`src/hw/rtl/sus_pkg.sv`:
```
// ----------------------------------------------------------------------------
// sus_pkg
// Shared types and constants for the sorted unique set unit.
// ----------------------------------------------------------------------------
package sus_pkg;

  localparam int ValueW          = 32;
  localparam int CountW          = 5;
  localparam int CapacityDefault = 16;

  typedef enum logic [1:0] {
    REQ_INSERT = 2'd0,
    REQ_ERASE  = 2'd1,
    REQ_FIND   = 2'd2,
    REQ_CLEAR  = 2'd3
  } req_type_e;

  typedef struct packed {
    logic shift_in;
    logic shift_out;
  } cell_ctl_t;

endpackage

```
`src/hw/rtl/sus_req_if.sv`:
```
// ----------------------------------------------------------------------------
// sus_req_if
// Request channel: operation kind and element value.
// ----------------------------------------------------------------------------
interface sus_req_if;
  import sus_pkg::*;

  logic                     valid;
  logic                     ready;
  req_type_e                req_type;
  logic signed [ValueW-1:0] value;

  modport source (output valid, output req_type, output value, input ready);
  modport sink   (input valid, input req_type, input value, output ready);
endinterface

```
`src/hw/rtl/sus_rsp_if.sv`:
```
// ----------------------------------------------------------------------------
// sus_rsp_if
// Response channel: presence, overflow flag and element count.
// ----------------------------------------------------------------------------
interface sus_rsp_if;
  import sus_pkg::*;

  logic              valid;
  logic              ready;
  logic              present;
  logic              overflow;
  logic [CountW-1:0] count;

  modport source (output valid, output present, output overflow, output count, input ready);
  modport sink   (input valid, input present, input overflow, input count, output ready);
endinterface

```
`src/hw/rtl/sus_cell.sv`:
```
// ----------------------------------------------------------------------------
// sus_cell
// One slot of the sorted chain: holds an element, compares it with the
// request key and shifts toward or away from its neighbors.
// ----------------------------------------------------------------------------
module sus_cell (
  input  logic                              clk_i,
  input  logic                              valid_i,
  input  logic signed [sus_pkg::ValueW-1:0] key_i,
  input  sus_pkg::cell_ctl_t                ctl_i,
  input  logic signed [sus_pkg::ValueW-1:0] left_data_i,
  input  logic                              left_after_i,
  input  logic signed [sus_pkg::ValueW-1:0] right_data_i,
  output logic signed [sus_pkg::ValueW-1:0] data_o,
  output logic                              after_o,
  output logic                              eq_o
);
  import sus_pkg::*;

  logic signed [ValueW-1:0] data_q, data_d;
  logic                     ge;

  assign ge      = valid_i && (data_q >= key_i);
  assign eq_o    = valid_i && (data_q == key_i);
  assign after_o = !valid_i || ge;
  assign data_o  = data_q;

  always_comb begin
    data_d = data_q;
    if (ctl_i.shift_in && after_o) begin
      data_d = left_after_i ? left_data_i : key_i;
    end else if (ctl_i.shift_out && ge) begin
      data_d = right_data_i;
    end
  end

  always_ff @(posedge clk_i) begin
    data_q <= data_d;
  end

endmodule

```
`src/hw/rtl/sorted_unique_set_unit.sv`:
```
// ----------------------------------------------------------------------------
// sorted_unique_set_unit
// Set of distinct signed 32-bit values kept in ascending order in a chain
// of cells, with insert, erase, find and clear requests.
// ----------------------------------------------------------------------------
// One request is taken per clock cycle while the output register is empty
// or being drained, so also while the previous response is still waiting,
// and its response appears in that register on the next cycle. Every cell
// compares its element with the request value at once, so the first cell
// not below the value is found in that same cycle, and an insert or erase
// shifts the cells behind it by one place toward or away from their
// neighbors. No clearing pass after reset is needed.
module sorted_unique_set_unit #(
  parameter int CAPACITY = sus_pkg::CapacityDefault
) (
  input  logic     clk_i,
  input  logic     rst_ni,
  sus_req_if.sink  req_i,
  sus_rsp_if.source rsp_o
);
  import sus_pkg::*;

  localparam int CntW = $clog2(CAPACITY + 1);

  logic [CntW-1:0]          count_q, count_d;
  logic                     rsp_valid_q;
  logic                     present_q, overflow_q;
  logic                     accept;
  logic                     hit, full;
  logic                     do_insert, do_erase;
  cell_ctl_t                ctl;

  logic signed [ValueW-1:0] cell_data  [CAPACITY];
  logic                     cell_after [CAPACITY];
  logic [CAPACITY-1:0]      cell_eq;
  logic [CntW+CountW-1:0]   count_ext;

  assign req_i.ready = !rsp_valid_q || rsp_o.ready;
  assign accept      = req_i.valid && req_i.ready;

  assign hit       = |cell_eq;
  assign full      = (count_q == CntW'(CAPACITY));
  assign do_insert = accept && (req_i.req_type == REQ_INSERT) && !hit && !full;
  assign do_erase  = accept && (req_i.req_type == REQ_ERASE) && hit;

  assign ctl.shift_in  = do_insert;
  assign ctl.shift_out = do_erase;

  for (genvar i = 0; i < CAPACITY; i++) begin : g_cell
    logic                     valid;
    logic signed [ValueW-1:0] left_data, right_data;
    logic                     left_after;

    assign valid = (CntW'(i) < count_q);

    if (i == 0) begin : g_first
      assign left_data  = req_i.value;
      assign left_after = 1'b0;
    end else begin : g_inner
      assign left_data  = cell_data[i-1];
      assign left_after = cell_after[i-1];
    end

    if (i == CAPACITY - 1) begin : g_last
      assign right_data = cell_data[i];
    end else begin : g_body
      assign right_data = cell_data[i+1];
    end

    sus_cell u_cell (
      .clk_i        (clk_i),
      .valid_i      (valid),
      .key_i        (req_i.value),
      .ctl_i        (ctl),
      .left_data_i  (left_data),
      .left_after_i (left_after),
      .right_data_i (right_data),
      .data_o       (cell_data[i]),
      .after_o      (cell_after[i]),
      .eq_o         (cell_eq[i])
    );
  end

  always_comb begin
    count_d = count_q;
    if (accept && (req_i.req_type == REQ_CLEAR)) begin
      count_d = '0;
    end else if (do_insert) begin
      count_d = count_q + CntW'(1);
    end else if (do_erase) begin
      count_d = count_q - CntW'(1);
    end
  end

  always_ff @(posedge clk_i or negedge rst_ni) begin
    if (!rst_ni) begin
      count_q     <= '0;
      rsp_valid_q <= 1'b0;
    end else begin
      count_q <= count_d;
      if (accept) begin
        rsp_valid_q <= 1'b1;
      end else if (rsp_o.ready) begin
        rsp_valid_q <= 1'b0;
      end
    end
  end

  always_ff @(posedge clk_i) begin
    if (accept) begin
      present_q  <= hit;
      overflow_q <= (req_i.req_type == REQ_INSERT) && !hit && full;
    end
  end

  assign count_ext      = {{CountW{1'b0}}, count_q};
  assign rsp_o.valid    = rsp_valid_q;
  assign rsp_o.present  = present_q;
  assign rsp_o.overflow = overflow_q;
  assign rsp_o.count    = count_ext[CountW-1:0];

`ifndef SYNTH
  a_count_bound: assert property (@(posedge clk_i) disable iff (!rst_ni)
    count_q <= CntW'(CAPACITY))
    else $error("element count above capacity");

  a_unique_match: assert property (@(posedge clk_i) disable iff (!rst_ni)
    $onehot0(cell_eq))
    else $error("value matched in more than one cell");

  a_clear_empties: assert property (@(posedge clk_i) disable iff (!rst_ni)
    accept && (req_i.req_type == REQ_CLEAR) |=> count_q == '0)
    else $error("clear left elements behind");

  a_overflow_full: assert property (@(posedge clk_i) disable iff (!rst_ni)
    rsp_valid_q && overflow_q |-> full && !present_q)
    else $error("overflow reported on a set that is not full");
`endif

endmodule
```
`src/flat_wrapper.sv`:
```
// flat-port wrapper written by rule: the top's interface ports become plain ports
module sorted_unique_set_unit_flat import sus_pkg::*;
#(
  parameter int CAPACITY = sus_pkg::CapacityDefault
)
  (clk_i, rst_ni, req_i_valid, req_i_req_type, req_i_value, req_i_ready, rsp_o_valid, rsp_o_present, rsp_o_overflow, rsp_o_count, rsp_o_ready);
  sus_req_if req_i_i ();
  sus_rsp_if rsp_o_i ();
  input  logic clk_i;
  input  logic rst_ni;
  input wire logic [$bits(req_i_i.valid)-1:0] req_i_valid;
  input wire logic [$bits(req_i_i.req_type)-1:0] req_i_req_type;
  input wire logic [$bits(req_i_i.value)-1:0] req_i_value;
  output wire logic [$bits(req_i_i.ready)-1:0] req_i_ready;
  output wire logic [$bits(rsp_o_i.valid)-1:0] rsp_o_valid;
  output wire logic [$bits(rsp_o_i.present)-1:0] rsp_o_present;
  output wire logic [$bits(rsp_o_i.overflow)-1:0] rsp_o_overflow;
  output wire logic [$bits(rsp_o_i.count)-1:0] rsp_o_count;
  input wire logic [$bits(rsp_o_i.ready)-1:0] rsp_o_ready;
  assign req_i_i.valid = req_i_valid;
  assign req_i_i.req_type = req_i_req_type;
  assign req_i_i.value = req_i_value;
  assign req_i_ready = req_i_i.ready;
  assign rsp_o_valid = rsp_o_i.valid;
  assign rsp_o_present = rsp_o_i.present;
  assign rsp_o_overflow = rsp_o_i.overflow;
  assign rsp_o_count = rsp_o_i.count;
  assign rsp_o_i.ready = rsp_o_ready;
  sorted_unique_set_unit #(.CAPACITY(CAPACITY)) u_core (.clk_i(clk_i), .rst_ni(rst_ni), .req_i(req_i_i), .rsp_o(rsp_o_i));
endmodule
```
`config.mk`:
```
export PLATFORM = sky130hd
export DESIGN_NAME = sorted_unique_set_unit_flat
export DESIGN_NICKNAME = d
export VERILOG_FILES = /design/src/hw/rtl/sus_pkg.sv /design/src/hw/rtl/sus_req_if.sv /design/src/hw/rtl/sus_rsp_if.sv /design/src/hw/rtl/sus_cell.sv /design/src/hw/rtl/sorted_unique_set_unit.sv /design/src/flat_wrapper.sv
export SDC_FILE = /design/constraint.sdc
export NUM_CORES = 2
export LEC_CHECK = 0
export BUFFER_PORTS_ARGS = -buffer_cell sky130_fd_sc_hd__buf_2
export CAP_MARGIN = 20
export CORE_UTILIZATION = 59
export DETAILED_ROUTE_END_ITERATION = 12
export GPL_ROUTABILITY_DRIVEN = 0
export PLACE_DENSITY = 0.78
export SLEW_MARGIN = 20
export SYNTH_ARGS = -nofsm -noshare
export SYNTH_HDL_FRONTEND = slang
export SYNTH_SLANG_ARGS = --single-unit
```
`constraint.sdc`:
```
create_clock -name clk_i -period 5.6 [get_ports clk_i]
set_clock_uncertainty 0.05 [all_clocks]
set_input_delay 1.12 -clock clk_i [delete_from_list [all_inputs] [get_ports clk_i]]
set_output_delay 1.12 -clock clk_i [all_outputs]
set_load 0.03 [all_outputs]
```
After elaboration in Yosys (flattened, before gate mapping)
Cells that the tools add are included.
{"block": "word_totals", "in_bits": 38, "rom_bits": 0, "reg_bits": 520, "n_memories": 0, "word_cells": 250, "out_inout_bits": 9, "ramBits": 0, "latch_bits": 0}
{"block": "op_classes", "n_lt_le_gt_ge": 32, "reduce_logical": 127, "div": 0, "n_shift": 0, "eq_ne": 19, "n_mul": 0, "add_sub_neg": 2, "n_mux": 50, "bitwise_logic": 0}
{"op": "$mux 32", "n": 45}
{"op": "$eq 32x32->1", "n": 16}
{"op": "$ge 32x32->1", "n": 16}
{"op": "$logic_and 1x1->1", "n": 72}
{"op": "$lt 4x5->1 const A", "n": 8}
{"op": "$reduce_bool 2->1", "n": 16}
{"op": "$lt 3x5->1 const A", "n": 4}
{"op": "$logic_not 1->1", "n": 19}
{"op": "$logic_or 1x1->1", "n": 17}
{"op": "$reduce_or 16->1", "n": 1}
{"op": "$mux 5", "n": 3}
{"op": "$lt 1x5->1 const A", "n": 2}
{"op": "$lt 2x5->1 const A", "n": 2}
{"op": "$add 5x1->5 const B", "n": 1}
{"op": "$eq 5x5->1 const B", "n": 1}
{"op": "$sub 5x1->5 const B", "n": 1}
{"op": "$reduce_bool 3->1", "n": 1}
{"op": "$eq 2x1->1 const B", "n": 1}
{"op": "$eq 2x2->1 const B", "n": 1}
{"op": "$logic_not 2->1", "n": 1}
{"op": "$mux 1", "n": 2}

Longest topological paths before layout
{"block": "logic_depth", "depth_word": 8, "ltp_mapped": 14, "ltp_nobuf": 10}

Modules after synthesis
A second synthesis with hierarchy kept.
{"block": "hier_totals", "hier_cells": 4474, "hier_area_um2": 43762.0}
{"module": "sus_cell", "seq_area_each_um2": 960.9, "area_per_inst_um2": 2686.3, "n_inst": 16, "cells_each": 274}
{"module": "sorted_unique_set_unit", "seq_area_each_um2": 210.2, "area_per_inst_um2": 780.7, "n_inst": 1, "cells_each": 90}

Least setup slack after synthesis
No wires, ideal clock.
{"block": "synth_path", "path_kind": "input -> register", "start": "input req_i_value[23]", "end": "register u_core.g_cell[15].u_cell.data_q[0] (enable)", "setup_ns": 0.468, "path_stages": 13, "slack_ns": -1.032, "path_buffers": 4, "t_arrival_ns": 6.114, "required_time_ns": 5.082, "path_cell_list": "clkbuf_1 -> inv_1 -> ha_1 -> and4_1 -> nor4b_1 -> nand3_1 -> o2111ai_1 -> a2111oi_4 -> nand3_4 -> buf_6 -> buf_12 -> clkbuf_1 -> nor3b_1"}
{"block": "synth_between", "elab_chain_len": 7, "elab_cells_between_ends": 40, "classes_between": "1 x order compare; 16 x eq/ne; 23 x reduce/logical"}
{"item": "start, declared", "line": "flat_wrapper.sv:13", "source": "input wire logic [$bits(req_i_i.value)-1:0] req_i_value;"}
{"item": "branches (longest 6 deep; another with $ge 32x32->1)"}
{"item": "$logic_and 1x1->1 (*)", "line": "sus_cell.sv:30", "source": "if (ctl_i.shift_in && after_o) begin"}
{"item": "end signal, assigned", "line": "sus_cell.sv:38", "source": "data_q <= data_d;"}
{"item": "end, declared", "line": "sus_cell.sv:20", "source": "logic signed [ValueW-1:0] data_q, data_d;"}
Every way passes the cells marked *.
A chain may end at the register's enable or synchronous reset.

Worst setup path after layout
{"block": "layout_path", "start": "input req_i_value[27]", "end": "register u_core.g_cell[1].u_cell.data_q[11] (data pin)"}
{"block": "layout_between", "elab_chain_len": 8, "elab_cells_between_ends": 45, "classes_between": "2 x order compare; 16 x eq/ne; 2 x mux; 25 x reduce/logical"}
{"item": "branches (longest 7 deep; another with $ge 32x32->1)"}
{"item": "$mux 32 (*)", "line": "sus_cell.sv:30"}
{"item": "named net u_core.g_cell[1].u_cell.data_d[11]", "line": "sus_cell.sv:20"}
{"item": "end signal, assigned", "line": "sus_cell.sv:38"}
{"item": "end, declared", "line": "sus_cell.sv:20"}
Mark *: on every way through the listed nets, which the timed path passes.

==> flow_metrics.py <==
metrics = {
    "worst_setup_path": {
        "max_stage_delay_ns": 0.88,
        "worst_ep_arrival_time_ns": 5.47,
        "crit_chain": "buf_2, inv_1, buf_4, ha_1, nand4_1, nor4_1, nand4b_1, o2111ai_1, nor3_2, nand3_4, buf_4, or2_2, o21ai_0",
        "r2r_slack_ns": 1.29,
        "setup.worst_path.end_class": "flop",
        "crit_type": "in2reg",
        "crit_required_ns": 5.87,
        "r2r-end": "u_core.g_cell[1].u_cell.data_o[11]",
        "critical_path.max_fanout": 32,
        "rr_worst_depth": 10,
        "worstSetupStartpointType": "input port",
        "timing.rr.start": "u_core.g_cell[14].u_cell.data_o[23]",
        "startpoint": "req_i_value[27]",
        "crit_path_frequent_cell": "buf_4",
        "crit_slowest_cell": "nor4_1",
        "endpoint": "u_core.g_cell[1].u_cell.data_o[11]",
    },
    "worst_hold_path": {
        "hold_class": "in2async",
    },
    "clock_network": {
        "cts.sinks": 520,
        "cts-root-buf": "clkbuf_16",
        "numCtsBuffers": 59,
        "cts_tree": "built",
        "clkLatencyLatePin_ns": 0.65,
        "clock_path_buffers": 3,
        "post_cts_buffers": 0,
        "path_clk_slew_ns": 0.06,
        "ctsResizeCount": 0,
        "h-tree-depth": 2,
        "cts.hold.buffers_added": 0,
    },
    "routing": {
        "drc": 0,
        "dr.pass1.iters": 5,
        "wl_met2_microns": 49900,
        "drt_iter0_markers": 2431,
        "vias_per_cell": 6.63,
        "wl_microns": 107000,
        "wl_per_cell_microns": 24.3,
        "postRouteAntennaNets": 0,
        "route.met3.wl_microns": 7730,
        "wl_met1_microns": 45000,
        "num_vias": 29100,
        "dr.max_layer_used": "met4",
    },
    "logic_synthesis": {
        "synth_cells": 3409,
        "yosys.area.top_type_share": 0.389,
        "yosysMostFrequentCell": "ha_1",
        "yosys-top-cells-area": "edfxtp_1, ha_1, mux2_2, mux2i_1, o21ai_0",
        "async_flop_share": 0.0115,
        "netlist.top_cell.by_area": "edfxtp_1",
        "synth_ff_type": "edfxtp_1",
        "yosys_warnings": 0,
        "yosys_register_bits": 520,
        "syn_nets": 3963,
        "synth_commonest_cells": "ha_1, edfxtp_1, mux2_2",
        "ys_seq_area_frac": 0.392,
        "synth_edf_count": 514,
        "syn-cell-area_sq_um": 39700,
        "syn-mean-instance-area_sq_um": 11.6,
        "yosysUniqueCellTypes": 76,
    },
    "placed_design": {
        "port_buffers": 46,
        "place_hpwl_microns": 84400,
        "postPlaceCellArea_sq_um": 41700,
    },
    "final_layout": {
        "fillers": 4738,
        "drive_gt1_frac": 0.213,
        "nNetsFinal": 4037,
        "area_delta_synth_final_pct": 9.48,
        "fin_area_sq_um": 43500,
        "n_antenna_cell": 0,
    },
    "pwr": {
        "peakVddDrop_v": 0.000237,
        "powerDensity_nw_per_um2": 239,
        "cellLeakagePower_nw": 18.1,
    },
    "grt": {
        "grt_max_degree": 76,
        "grt_use_total": 0.312,
        "grt_antenna_before_repair": 0,
        "grt_pass1_vias": 29700,
        "grt_overflow": 0,
        "grt_pass1_wl_microns": 167000,
    },
    "timing": {
        "fmax_mhz": 193,
        "report.final.slew_viol_count": 0,
        "rsz0062_at_grt": "false",
        "setup_viol": 0,
        "final_hold_viol_count": 0,
        "period_minus_slack_ns": 5.19,
        "post-route-period-util": 0.927,
        "slew_headroom": 0.281,
        "worst_slew_pin_slew_ns": 1.07,
        "setup_tns_ns": 0,
    },
    "job": {
        "cap_violations": 0,
    },
    "floorplanning": {
        "rows": 94,
        "coreArea_sq_um": 66200,
        "die_w_microns": 261,
        "dieArea_sq_um": 68400,
        "fp.dieH_microns": 261,
        "io_pins": 47,
        "start_util": 0.600,
    },
    "status": {
        "status": "finished, final reports clean",
    },
}
==> area by class of cell <==
class | instances | area, sq um | area share
clock buffer | 73 | 1550 | 0.0357
sequential | 520 | 15600 | 0.358
multi-input combinational | 2533 | 22700 | 0.523
inverter | 189 | 709 | 0.0163
tap | 864 | 1080 | 0.0249
timing repair buffer | 180 | 1550 | 0.0356
clock inverter | 36 | 275 | 0.00633
==> flip-flops by register name, indices dropped and copies added, names as in the netlist <==
name / count
u_core.g_cell.u_cell.data_o: 512
u_core.rsp_o.count: 5
u_core.rsp_o.overflow: 1
u_core.rsp_o.present: 1
u_core.rsp_o.valid: 1
==> metrics by stage <==
| step | setup WS, ns | cells | hold slack, ns | utilization | power (mW) |
|---|---|---|---|---|---|
| floorplan | 0.0938 | 3409 | 0.492 | - | 6.02 |
| global placement | 0.137 | 4286 | 0.451 | 0.629 | 6.52 |
| detailed placement | -0.0406 | 4286 | 0.477 | 0.629 | 6.63 |
| CTS | 0.612 | 4395 | 0.240 | 0.657 | 10.4 |
| global route | 0.411 | 4395 | 0.247 | 0.657 | 10.7 |
| finish | 0.407 | 4395 | 0.257 | 0.657 | 10.4 |
==> kinds of logic (layout without fill, tap and decap cells) <==
group                    Yosys count  count (layout)  synth area share
flip-flops                       520             520             0.392
adder cells (fa/ha/maj)          516             516             0.163
AND/OR/NAND/NOR                  478             478            0.0657
buffers and inverters            356             478            0.0397
multiplexers                     881             881             0.240
AO/OA/AOI/OAI                    658             658            0.0999
==> metal layers <==
metal  vias to the layer above  global-route usage
met4                         0               0.128
met5                         -                   0
met2                      1236               0.516
li1                      13300                   -
met1                     14300               0.412
met3                       233              0.0433
==> how the worst min path moves through the flow <==
stage                                              from                                   to  slack (ns)  cells past startpoint
CTS                                              rst_ni                   u_core.rsp_o.valid        0.24                      1
detailed placement                   u_core.rsp_o.valid                   u_core.rsp_o.valid        0.48                      2
global route                                     rst_ni                   u_core.rsp_o.valid        0.25                      1
global placement                     u_core.rsp_o.valid                   u_core.rsp_o.valid        0.45                      2
floorplan           u_core.g_cell[14].u_cell.data_o[22]  u_core.g_cell[15].u_cell.data_o[22]        0.49                      2
finish                                           rst_ni                   u_core.rsp_o.valid        0.26                      1
==> power breakdown <==
| group | switching [mW] | internal (mW) | leakage [nW] |
|---|---|---|---|
| Combinational | 1.20 | 0.860 | 12.4 |
| Clock | 1.64 | 2.13 | 0.896 |
| Sequential | 0.128 | 4.42 | 4.76 |
| Total | 2.97 | 7.41 | 18.1 |
==> placed cells by master (no fill, tap or decap), drive strengths merged, types with 7 or more instances in the layout <==
cell type / n
and2: 13
nor2b: 26
buf: 180
mux2: 468
inv: 190
o21a: 19
edfxtp: 514
clkbuf: 73
o211ai: 23
o21ai: 234
clkinv: 31
nor4: 29
nand3: 38
nand2: 130
a211oi: 12
a21oi: 214
a2111oi: 7
mux2i: 413
a211o: 10
a21o: 74
ha: 516
nand2b: 18
nor2: 42
and4: 14
nand4: 122
nor3: 12
o22ai: 8
==> critical path: cells and delay by family <==
family | cells | cell delay (ns)
buffers and inverters | 4 | 1.26
AND/OR/NAND/NOR | 6 | 2.26
adder cells (fa/ha/maj) | 1 | 0.31
AO/OA/AOI/OAI | 2 | 0.47
Note: power is estimated with default switching activity, not from simulation.
